$ cat src/hdl/multi_cpu_ready_queue_scheduler_core_macros.svh
// Assertion macros used by the scheduler datapath.
`ifndef MULTI_CPU_READY_QUEUE_SCHEDULER_CORE_MACROS_SVH
`define MULTI_CPU_READY_QUEUE_SCHEDULER_CORE_MACROS_SVH

// Checks a condition at every clock edge outside reset.
`define MCRQS_ASSERT_ALWAYS(name, expr) \
  name: assert property (@(posedge clk) disable iff (rst) (expr)) \
    else $error("scheduler assertion failed");

// Checks that a consequence holds in the cycle after its antecedent.
`define MCRQS_ASSERT_NEXT(name, ante, cons) \
  name: assert property (@(posedge clk) disable iff (rst) (ante) |=> (cons)) \
    else $error("scheduler assertion failed");

`endif

$ cat src/hdl/mcrqs_pkg.sv
// Shared types and codes of the ready-queue scheduler.
package mcrqs_pkg;

  typedef enum logic [2:0] {
    ST_IDLE,
    ST_EXEC,
    ST_SCAN,
    ST_REINS,
    ST_EMIT
  } state_t;

  localparam logic [2:0] OP_WAKE    = 3'd0;
  localparam logic [2:0] OP_PREEMPT = 3'd1;
  localparam logic [2:0] OP_YIELD   = 3'd2;
  localparam logic [2:0] OP_TERM    = 3'd3;
  localparam logic [2:0] OP_IDLE    = 3'd4;

  localparam logic [1:0] RK_SWITCH = 2'd0;
  localparam logic [1:0] RK_FORCE  = 2'd1;
  localparam logic [1:0] RK_DROP   = 2'd2;

  localparam logic [1:0] CFG_MODE  = 2'd0;
  localparam logic [1:0] CFG_SLICE = 2'd1;
  localparam logic [1:0] CFG_CPUS  = 2'd2;

  localparam logic [1:0] MODE_PRIO = 2'd2;

  localparam int IN_TDATA_W  = 24;
  localparam int OUT_TDATA_W = 32;

  typedef enum logic [1:0] {
    RS_KEEP,
    RS_DISPATCH,
    RS_FORCE,
    RS_DROP
  } res_src_t;

  typedef struct packed {
    logic     accept;
    logic     rd_scan;
    logic     q_insert;
    logic     dispatch;
    logic     save_running;
    logic     scan_start;
    logic     scan_step;
    logic     res_load;
    res_src_t res_src;
    logic     emit;
  } cmd_t;

  typedef struct packed {
    logic [2:0] op;
    logic       full;
    logic       empty;
    logic       mode_prio;
    logic       cpus_nz;
    logic       cpu_ok;
    logic       busy;
    logic       keep;
    logic       scan_idle;
    logic       scan_last;
    logic       scan_hit;
    logic       out_free;
  } stat_t;

endpackage

$ cat src/hdl/mcrqs_dpath.sv
// Datapath: configuration, ready queue, CPU table, scan unit and result registers.
`include "multi_cpu_ready_queue_scheduler_core_macros.svh"
module mcrqs_dpath
  import mcrqs_pkg::*;
#(
  parameter int QUEUE_DEPTH = 32,
  parameter int MAX_CPUS    = 16,
  parameter int ID_BITS     = 8,
  parameter int PRIO_BITS   = 8
) (
  input  logic        clk,
  input  logic        rst,
  input  cmd_t        cmd,
  output stat_t       st,
  input  logic        cfg_we,
  input  logic [1:0]  cfg_index,
  input  logic [15:0] cfg_data,
  input  logic [2:0]  in_op,
  input  logic [3:0]  in_cpu,
  input  logic [7:0]  in_pid,
  input  logic [7:0]  in_prio,
  input  logic        m_ready,
  output logic        out_valid,
  output logic [1:0]  out_kind,
  output logic [3:0]  out_target,
  output logic        out_dvalid,
  output logic [7:0]  out_proc,
  output logic [15:0] out_slice
);

  localparam int CNT_W = $clog2(QUEUE_DEPTH + 1);
  localparam int IW    = (MAX_CPUS > 1) ? $clog2(MAX_CPUS) : 1;
  localparam int NC_W  = $clog2(MAX_CPUS + 1);

  logic [1:0]  mode;
  logic [15:0] slice;
  logic [4:0]  cpus;

  always_ff @(posedge clk) begin
    if (rst) begin
      mode  <= 2'd0;
      slice <= 16'd0;
      cpus  <= 5'd1;
    end else if (cfg_we) begin
      unique case (cfg_index)
        CFG_MODE:  mode  <= cfg_data[1:0];
        CFG_SLICE: slice <= cfg_data;
        CFG_CPUS:  cpus  <= cfg_data[4:0];
        default: ;
      endcase
    end
  end

  logic [NC_W-1:0] ncpu_cfg;
  assign ncpu_cfg = (32'(cpus) > 32'(MAX_CPUS)) ? NC_W'(MAX_CPUS) : NC_W'(cpus);

  // Item registers; a preempted process overwrites the id and priority.
  logic [2:0]           op_q;
  logic [3:0]           cpu_q;
  logic [ID_BITS-1:0]   pid_q;
  logic [PRIO_BITS-1:0] prio_q;
  logic [NC_W-1:0]      ncpu_q;

  logic [ID_BITS-1:0]   q_id [QUEUE_DEPTH];
  logic [PRIO_BITS-1:0] q_pr [QUEUE_DEPTH];
  logic [CNT_W-1:0]     cnt;

  logic                 cpu_busy [MAX_CPUS];
  logic [ID_BITS-1:0]   cpu_proc [MAX_CPUS];
  logic [PRIO_BITS-1:0] cpu_prio [MAX_CPUS];

  logic [IW-1:0]        cpu_idx, rd_addr, scan_idx, best_idx;
  logic [PRIO_BITS-1:0] best_pr;
  logic [ID_BITS-1:0]   proc_rd;
  logic [PRIO_BITS-1:0] prio_rd;
  logic                 busy_rd;

  assign cpu_idx = IW'(cpu_q);
  assign rd_addr = cmd.rd_scan ? scan_idx : cpu_idx;
  assign proc_rd = cpu_proc[rd_addr];
  assign prio_rd = cpu_prio[rd_addr];
  assign busy_rd = cpu_busy[rd_addr];

  always_ff @(posedge clk) begin
    if (cmd.accept) begin
      op_q   <= in_op;
      cpu_q  <= in_cpu;
      pid_q  <= ID_BITS'(in_pid);
      prio_q <= PRIO_BITS'(in_prio);
      ncpu_q <= ncpu_cfg;
    end else if (cmd.save_running) begin
      pid_q  <= proc_rd;
      prio_q <= prio_rd;
    end
  end

  // Insert slot: the first entry that is free or, in priority mode, less urgent.
  logic [QUEUE_DEPTH-1:0] hit, after, prev_after;
  logic [ID_BITS-1:0]     dn_id [QUEUE_DEPTH];
  logic [PRIO_BITS-1:0]   dn_pr [QUEUE_DEPTH];
  logic [ID_BITS-1:0]     up_id [QUEUE_DEPTH];
  logic [PRIO_BITS-1:0]   up_pr [QUEUE_DEPTH];
  logic                   mode_prio, empty, do_pop;

  assign mode_prio = (mode == MODE_PRIO);
  assign empty     = (cnt == '0);
  assign do_pop    = cmd.dispatch && !empty;

  always_comb begin
    for (int i = 0; i < QUEUE_DEPTH; i++) begin
      hit[i] = (CNT_W'(i) >= cnt) || (mode_prio && (q_pr[i] > prio_q));
    end
    for (int i = 0; i < QUEUE_DEPTH; i++) begin
      after[i] = |(hit & ({QUEUE_DEPTH{1'b1}} >> (QUEUE_DEPTH - 1 - i)));
    end
  end

  assign prev_after = {after[QUEUE_DEPTH-2:0], 1'b0};

  for (genvar g = 0; g < QUEUE_DEPTH; g++) begin : g_nb
    if (g == 0) begin : g_first
      assign dn_id[g] = pid_q;
      assign dn_pr[g] = prio_q;
    end else begin : g_rest
      assign dn_id[g] = q_id[g-1];
      assign dn_pr[g] = q_pr[g-1];
    end
    if (g == QUEUE_DEPTH - 1) begin : g_last
      assign up_id[g] = q_id[g];
      assign up_pr[g] = q_pr[g];
    end else begin : g_mid
      assign up_id[g] = q_id[g+1];
      assign up_pr[g] = q_pr[g+1];
    end
  end

  always_ff @(posedge clk) begin
    for (int i = 0; i < QUEUE_DEPTH; i++) begin
      if (cmd.q_insert && after[i]) begin
        q_id[i] <= prev_after[i] ? dn_id[i] : pid_q;
        q_pr[i] <= prev_after[i] ? dn_pr[i] : prio_q;
      end else if (do_pop) begin
        q_id[i] <= up_id[i];
        q_pr[i] <= up_pr[i];
      end
    end
  end

  always_ff @(posedge clk) begin
    if (rst) begin
      cnt <= '0;
    end else if (cmd.q_insert) begin
      cnt <= cnt + 1'b1;
    end else if (do_pop) begin
      cnt <= cnt - 1'b1;
    end
  end

  always_ff @(posedge clk) begin
    if (rst) begin
      for (int i = 0; i < MAX_CPUS; i++) cpu_busy[i] <= 1'b0;
    end else if (cmd.dispatch) begin
      cpu_busy[cpu_idx] <= !empty;
    end
  end

  always_ff @(posedge clk) begin
    if (do_pop) begin
      cpu_proc[cpu_idx] <= q_id[0];
      cpu_prio[cpu_idx] <= q_pr[0];
    end
  end

  // Scan for the least urgent running CPU, one CPU a cycle.
  logic                 cand_better;
  logic [PRIO_BITS-1:0] cand_pr;
  logic [IW-1:0]        cand_idx;

  assign cand_better = prio_rd > best_pr;
  assign cand_pr     = cand_better ? prio_rd : best_pr;
  assign cand_idx    = cand_better ? scan_idx : best_idx;

  always_ff @(posedge clk) begin
    if (cmd.scan_start) begin
      scan_idx <= '0;
      best_idx <= '0;
      best_pr  <= '0;
    end else if (cmd.scan_step) begin
      scan_idx <= scan_idx + 1'b1;
      best_idx <= cand_idx;
      best_pr  <= cand_pr;
    end
  end

  always_comb begin
    st.op        = op_q;
    st.full      = (cnt == CNT_W'(QUEUE_DEPTH));
    st.empty     = empty;
    st.mode_prio = mode_prio;
    st.cpus_nz   = (ncpu_q != '0);
    st.cpu_ok    = (32'(cpu_q) < 32'(ncpu_q));
    st.busy      = busy_rd;
    st.keep      = empty || (mode_prio && (q_pr[0] > prio_rd));
    st.scan_idle = !busy_rd;
    st.scan_last = ((32'(scan_idx) + 32'd1) == 32'(ncpu_q));
    st.scan_hit  = cand_pr > prio_q;
    st.out_free  = !out_valid || m_ready;
  end

  // Pending result, then the output register that holds a beat until taken.
  logic [1:0]  r_kind;
  logic [3:0]  r_target;
  logic        r_dvalid;
  logic [7:0]  r_proc;
  logic [15:0] r_slice;

  always_ff @(posedge clk) begin
    if (cmd.res_load) begin
      case (cmd.res_src)
        RS_KEEP: begin
          r_kind <= RK_SWITCH; r_target <= cpu_q; r_dvalid <= 1'b1;
          r_proc <= 8'(proc_rd); r_slice <= slice;
        end
        RS_DISPATCH: begin
          r_kind <= RK_SWITCH; r_target <= cpu_q; r_dvalid <= !empty;
          r_proc <= empty ? 8'd0 : 8'(q_id[0]); r_slice <= slice;
        end
        RS_FORCE: begin
          r_kind <= RK_FORCE; r_target <= 4'(cand_idx); r_dvalid <= 1'b0;
          r_proc <= 8'd0; r_slice <= 16'd0;
        end
        default: begin
          r_kind <= RK_DROP; r_target <= 4'd0; r_dvalid <= 1'b0;
          r_proc <= 8'd0; r_slice <= 16'd0;
        end
      endcase
    end
  end

  always_ff @(posedge clk) begin
    if (rst) begin
      out_valid <= 1'b0;
    end else if (cmd.emit) begin
      out_valid <= 1'b1;
    end else if (m_ready) begin
      out_valid <= 1'b0;
    end
  end

  always_ff @(posedge clk) begin
    if (cmd.emit) begin
      out_kind   <= r_kind;
      out_target <= r_target;
      out_dvalid <= r_dvalid;
      out_proc   <= r_proc;
      out_slice  <= r_slice;
    end
  end

  `MCRQS_ASSERT_ALWAYS(a_cnt_bound, cnt <= CNT_W'(QUEUE_DEPTH))
  `MCRQS_ASSERT_NEXT(a_insert_grows, cmd.q_insert, cnt == $past(cnt) + 1'b1)
  `MCRQS_ASSERT_NEXT(a_pop_shrinks, cmd.dispatch && !st.empty, cnt == $past(cnt) - 1'b1)
  `MCRQS_ASSERT_ALWAYS(a_only_switch_dispatches, !out_valid || out_kind == RK_SWITCH || !out_dvalid)

endmodule

$ cat src/hdl/mcrqs_ctrl.sv
// Controller: sequences each event through the datapath.
module mcrqs_ctrl
  import mcrqs_pkg::*;
(
  input  logic  clk,
  input  logic  rst,
  input  stat_t st,
  input  logic  in_valid,
  output logic  in_ready,
  output cmd_t  cmd
);

  state_t state, state_next;

  always_ff @(posedge clk) begin
    if (rst) begin
      state <= ST_IDLE;
    end else begin
      state <= state_next;
    end
  end

  always_comb begin
    state_next = state;
    unique case (state)
      ST_IDLE: if (in_valid) state_next = ST_EXEC;
      ST_EXEC: begin
        if (st.op == OP_WAKE) begin
          if (st.full) state_next = ST_EMIT;
          else if (st.mode_prio && st.cpus_nz) state_next = ST_SCAN;
          else state_next = ST_IDLE;
        end else if (!st.cpu_ok) begin
          state_next = ST_IDLE;
        end else begin
          case (st.op) inside
            OP_PREEMPT: begin
              if (st.busy && !st.keep) state_next = ST_REINS;
              else state_next = ST_EMIT;
            end
            OP_YIELD, OP_TERM: state_next = ST_EMIT;
            OP_IDLE: state_next = (st.busy || st.empty) ? ST_IDLE : ST_EMIT;
            default: state_next = ST_IDLE;
          endcase
        end
      end
      ST_SCAN: begin
        if (st.scan_idle) state_next = ST_IDLE;
        else if (st.scan_last) state_next = st.scan_hit ? ST_EMIT : ST_IDLE;
      end
      ST_REINS: state_next = ST_EMIT;
      ST_EMIT: if (st.out_free) state_next = ST_IDLE;
      default: state_next = ST_IDLE;
    endcase
  end

  always_comb begin
    cmd          = '0;
    cmd.res_src  = RS_DISPATCH;
    in_ready     = (state == ST_IDLE);
    cmd.accept   = (state == ST_IDLE) && in_valid;
    cmd.rd_scan  = (state == ST_SCAN);
    unique case (state)
      ST_EXEC: begin
        if (st.op == OP_WAKE) begin
          if (st.full) begin
            cmd.res_load = 1'b1;
            cmd.res_src  = RS_DROP;
          end else begin
            cmd.q_insert   = 1'b1;
            cmd.scan_start = 1'b1;
          end
        end else if (st.cpu_ok) begin
          case (st.op) inside
            OP_PREEMPT: begin
              cmd.res_load = 1'b1;
              if (st.busy && st.keep) begin
                cmd.res_src = RS_KEEP;
              end else begin
                cmd.dispatch     = 1'b1;
                cmd.save_running = st.busy;
              end
            end
            OP_YIELD, OP_TERM: begin
              cmd.dispatch = 1'b1;
              cmd.res_load = 1'b1;
            end
            OP_IDLE: begin
              cmd.dispatch = !(st.busy || st.empty);
              cmd.res_load = !(st.busy || st.empty);
            end
            default: ;
          endcase
        end
      end
      ST_SCAN: begin
        if (!st.scan_idle) begin
          if (st.scan_last) begin
            cmd.res_load = st.scan_hit;
            cmd.res_src  = RS_FORCE;
          end else begin
            cmd.scan_step = 1'b1;
          end
        end
      end
      ST_REINS: cmd.q_insert = 1'b1;
      ST_EMIT:  cmd.emit = st.out_free;
      default: ;
    endcase
  end

endmodule

$ cat src/hdl/multi_cpu_ready_queue_scheduler_core.sv
// Top level of the multi-CPU ready-queue scheduler.
//
//  Channel   Handshake          Payload
//  s_*       s_tvalid/s_tready  s_tuser opcode, s_tdata cpu, process id, priority
//  m_*       m_tvalid/m_tready  m_tuser result kind, m_tdata target and dispatch
//  cfg_*     cfg_valid/ready    cfg_index register, cfg_data value
//
// An event that gives no result goes from the execute state back to idle; a dispatch
// or a dropped wake-up passes through the emit state, and a preempt whose running
// process goes back into the queue passes the reinsert state first; a priority-mode
// wake-up scans the CPU table one CPU a cycle and ends early at the first idle CPU.
// A new beat is accepted only once the controller is back in its idle state.
// The output register holds a beat until it is taken; a further result waits.
// Reset is synchronous; it empties the queue and marks every CPU idle.
module multi_cpu_ready_queue_scheduler_core
  import mcrqs_pkg::*;
#(
  parameter int QUEUE_DEPTH = 32,
  parameter int MAX_CPUS    = 16,
  parameter int ID_BITS     = 8,
  parameter int PRIO_BITS   = 8
) (
  input  logic                   clk,
  input  logic                   rst,
  input  logic                   s_tvalid,
  output logic                   s_tready,
  input  logic [IN_TDATA_W-1:0]  s_tdata,  // cpu_id, process_id, process_priority
  input  logic [2:0]             s_tuser,  // opcode
  output logic                   m_tvalid,
  input  logic                   m_tready,
  output logic [OUT_TDATA_W-1:0] m_tdata,  // target_cpu, dispatch_valid,
                                           // dispatch_process, dispatch_slice
  output logic [1:0]             m_tuser,  // result_kind
  input  logic                   cfg_valid,
  output logic                   cfg_ready,
  input  logic [1:0]             cfg_index,
  input  logic [15:0]            cfg_data
);

  cmd_t  cmd;
  stat_t st;

  logic [3:0]  out_target;
  logic        out_dvalid;
  logic [7:0]  out_proc;
  logic [15:0] out_slice;

  assign cfg_ready = 1'b1;

  mcrqs_ctrl u_ctrl (
    .clk      (clk),
    .rst      (rst),
    .st       (st),
    .in_valid (s_tvalid),
    .in_ready (s_tready),
    .cmd      (cmd)
  );

  mcrqs_dpath #(
    .QUEUE_DEPTH (QUEUE_DEPTH),
    .MAX_CPUS    (MAX_CPUS),
    .ID_BITS     (ID_BITS),
    .PRIO_BITS   (PRIO_BITS)
  ) u_dpath (
    .clk        (clk),
    .rst        (rst),
    .cmd        (cmd),
    .st         (st),
    .cfg_we     (cfg_valid),
    .cfg_index  (cfg_index),
    .cfg_data   (cfg_data),
    .in_op      (s_tuser),
    .in_cpu     (s_tdata[3:0]),
    .in_pid     (s_tdata[11:4]),
    .in_prio    (s_tdata[19:12]),
    .m_ready    (m_tready),
    .out_valid  (m_tvalid),
    .out_kind   (m_tuser),
    .out_target (out_target),
    .out_dvalid (out_dvalid),
    .out_proc   (out_proc),
    .out_slice  (out_slice)
  );

  assign m_tdata = {3'd0, out_slice, out_proc, out_dvalid, out_target};

endmodule
$ cat config.mk
export PLATFORM = sky130hd
export DESIGN_NAME = multi_cpu_ready_queue_scheduler_core
export DESIGN_NICKNAME = d
export VERILOG_FILES = /design/src/hdl/mcrqs_pkg.sv /design/src/hdl/mcrqs_dpath.sv /design/src/hdl/mcrqs_ctrl.sv /design/src/hdl/multi_cpu_ready_queue_scheduler_core.sv
export VERILOG_INCLUDE_DIRS = /design/src /design/src/hdl
export SDC_FILE = /design/constraint.sdc
export NUM_CORES = 2
export LEC_CHECK = 0
export ABC_AREA = 1
export ABC_CLOCK_PERIOD_IN_PS = 9500
export BUFFER_PORTS_ARGS = -buffer_cell sky130_fd_sc_hd__buf_2
export CAP_MARGIN = 20
export CORE_MARGIN = 2
export CORE_UTILIZATION = 60
export CTS_CLUSTER_SIZE = 16
export DETAILED_ROUTE_END_ITERATION = 10
export GPL_TIMING_DRIVEN = 0
export PLACE_DENSITY = 0.77
export SYNTH_ARGS = -nofsm -noshare
export SYNTH_HDL_FRONTEND = slang
export SYNTH_SLANG_ARGS = --single-unit
$ cat constraint.sdc
create_clock -name clk -period 9.5 [get_ports clk]
set_clock_uncertainty 0.05 [all_clocks]
set_input_delay 0.475 -clock clk [delete_from_list [all_inputs] [get_ports clk]]
set_output_delay 0.475 -clock clk [all_outputs]
set_load 0.02 [all_outputs]
==> out/metrics.yaml <==
outcome:
  outcome: "complete, no violations"
clocking:
  cts_num_sinks: 923
  clkSlewWorstSetupHoldPaths_ps: 70
  clock_latency_ps: 730
  h-tree-depth: 3
  cts_setup_buffers: 0
  clock_path_buffers: 3
  cts_made_buffers: 98
  cts_tree: "built"
  cts_resized: 0
  postCtsHoldBufs: 8
  clockRootBuffer: "clkbuf_16"
detailed_routing:
  dr.pass1.iters: 7
  ant_nets: 0
  wl_met2_microns: 74630
  post_drt_via_cell_ratio: 6.442
  met3_length_microns: 26380
  wl_per_cell_microns: 24.21
  highest_layer: "met5"
  drt_iter0_drc: 7583
  drt_wl_total_microns: 175900
  wl_met1_microns: 64400
  drc: 0
  via_count: 46802
cells_and_area:
  regArea_sq_um: 27230
  final_common_cell: "nand2_1"
  synthToLayoutAreaGrowth_pct: 11.61
  drive_above_1_share_pct: 8.666
  finalNonFillerCells: 7265
  fillers: 6718
  layout_common_cells: "nand2_1, edfxtp_1, nand3_1"
  num-nets-final: 6370
  multiInputGateArea_sq_um: 21560
  final_util_pct: 67.53
  final_cell_area_sq_um: 57410
floorplanning:
  start_util_pct: 60.51
  die_x_microns: 296.8
  core_sq_um: 85010
  pin_count: 87
  die_h_microns: 296.8
  rows: 107
  die-area_sq_um: 88090
timing:
  rsz0062_at_grt: "no"
  finalCriticalPeriod_ps: 6895
  fin_crit_sh_pct: 72.58
  slew_viol_final: 0
  setup_viol: 0
  fin_hold_ws_ps: 30.19
  timing.fmax_mhz: 145.0
  worstMarginPinSlew_ps: 1285
  fin_setup_tns_ps: 0
  hold_viol: 0
  relSlewSlack_pct: 14.35
power:
  p_per_area_nw_per_um2: 200.5
  ir_drop_mv: 0.1538
  leakage_nw: 23.49
worst_hold_path:
  min_path_type: "in2reg"
yosys:
  synthCells: 5800
  synth_compound_area_share_pct: 10.08
  synth_top_family_by_area: "simple AND/OR/NAND/NOR gates"
  synth-simple-area-share_pct: 24.46
  syn_area_per_cell_sq_um: 8.869
  syn_area_sq_um: 51440
  synth-seq-cells: 923
  synth_cell_type_count: 50
  synth-async-reset-ratio_pct: 0
  synthMuxAreaShare_pct: 0
  synth_edf_count: 874
  synth_xor_area_share_pct: 0.2214
  synth_fa_ha_area_share_pct: 6.981
  ys_seq_area_share_pct: 52.93
  synthFlopType: "edfxtp_1"
  yosys_warnings: 0
grt:
  grt_pass1_vias: 43872
  grt_max_degree: 24
  grt_pass1_wl_microns: 263500
  grt_use_total_pct: 39.21
  grt_antenna_before_repair: 5
  overflow: 0
critical_path:
  arrival_ps: 7230
  cp_max_fo: 23
  critPathKind: "reg2reg"
  cp.required_ps: 9840
  cp-start-kind: "flop"
  crit_path_end_kind: "flop"
placement:
  placed_area_sq_um: 54020
  gp_congestion: 0.9704
  dp_cells: 7067
  dpl.hpwl_microns: 126900
  portBuffers: 77
run:
  drv_cap: 0
-- cell type report --
cell class,instances,area share [%]
flip-flops and latches,923,47.42
multi-input cells,4238,37.56
clock buffers,139,4.784
plain buffers,388,3.106
well taps,1144,2.493
repair buffers,131,2.046
inverters,253,1.659
clock inverters,44,0.9088
diodes,5,0.02179
-- per-layer routing --
layer  vias up  global-route usage, %
met5         -                      0
met4         2                  21.25
met3       555                  9.173
met2      3764                  57.74
met1     21774                  53.93
li1      20707                      -
-- registers in the layout, indices dropped and copies added, names as in the netlist, 8 cells and up --
| name | cells |
|---|---|
| u_dpath.pid_q | 8 |
| u_dpath.q_id | 256 |
| u_dpath.cpu_proc | 128 |
| u_dpath.q_pr | 256 |
| u_dpath.r_slice | 16 |
| u_dpath.out_slice | 16 |
| u_dpath.cpu_prio | 128 |
| u_dpath.cpu_busy | 16 |
| u_dpath.prio_q | 8 |
| u_dpath.slice | 16 |
| u_dpath.r_proc | 8 |
| u_dpath.out_proc | 8 |
| u_dpath.best_pr | 8 |
-- final timing paths --
check / start / to / slack [ps] / cells past startpoint
worst min-delay path: cfg_data[14] / u_dpath.slice[14] / 30 / 3
worst max-delay path: u_ctrl.state[1] / u_dpath.r_slice[8] / 2600 / 27
worst max register to register: u_ctrl.state[1] / u_dpath.r_slice[8] / 2600 / 27
worst min register to register: u_dpath.r_slice[1] / u_dpath.out_slice[1] / 350 / 0
-- where the power goes --
group          switching (mW)  internal, mW
combinational            1.93         0.757
clock                    1.74          2.20
sequential              0.168          4.72
total                    3.84          7.67
-- worst max-delay path: stages, from the launching register on --
cell and delay (ps):
dfxtp_1 310, buf_2 190, nand3_1 140, buf_2 200
o21ai_1 390, clkbuf_1 550, clkbuf_1 680, o221ai_1 290
nand3_1 120, nand2_1 190, ha_1 360, a21o_1 180
a21oi_1 150, o21a_1 130, o21ai_0 140, nand2_1 270
nand2_1 210, buf_4 230, nand2_1 90, nand2_1 80
ha_1 290, nand2_1 70, o21ai_0 160, nand4_1 100
a31oi_1 280, nand2_1 120, nand3_2 320, buf_16 230
-- kinds of logic (layout without fill, tap and decap cells) --
group	after synthesis	after routing
xor gates and xnor gates	13	13
adders and majority gates	287	287
AOI/OAI and AO/OA	902	902
and+or+nand+nor	3032	3032
buffers and inverters	641	955
DFF	923	923
other	2	9
-- synth_stat cells, drive strengths merged (2+ instances only) --
cell type	n	share of area [%]
clkinv	5	0.036
o21a	16	0.23
ha	287	7.0
a21o	2	0.029
xnor2	2	0.034
a21boi	3	0.066
clkbuf	192	1.4
o21ai	303	3.0
o221ai	40	0.68
o21bai	8	0.12
nand4	31	0.38
nand2	1713	13
nand3	707	6.9
nand3b	6	0.088
edfxtp	874	51
or2	2	0.024
nor3	36	0.36
a21oi	238	2.3
nor4	2	0.024
dfxtp	49	1.9
a41oi	3	0.051
nor2	530	4.0
conb	2	0.015
xor2	11	0.19
inv	248	1.8
a31oi	239	2.9
buf	196	2.1
o211ai	31	0.45
nor2b	2	0.024
o22ai	18	0.22
-- metrics by stage --
step,power [mW],worst slack [ps]
6_report,11.51,2605
5_1_grt,11.88,2369
2_1_floorplan,6.529,4151
4_1_cts,11.37,2768
3_3_place_gp,7.370,1867
3_5_place_dp,7.516,2888
Power figures use the tool's default switching activity.
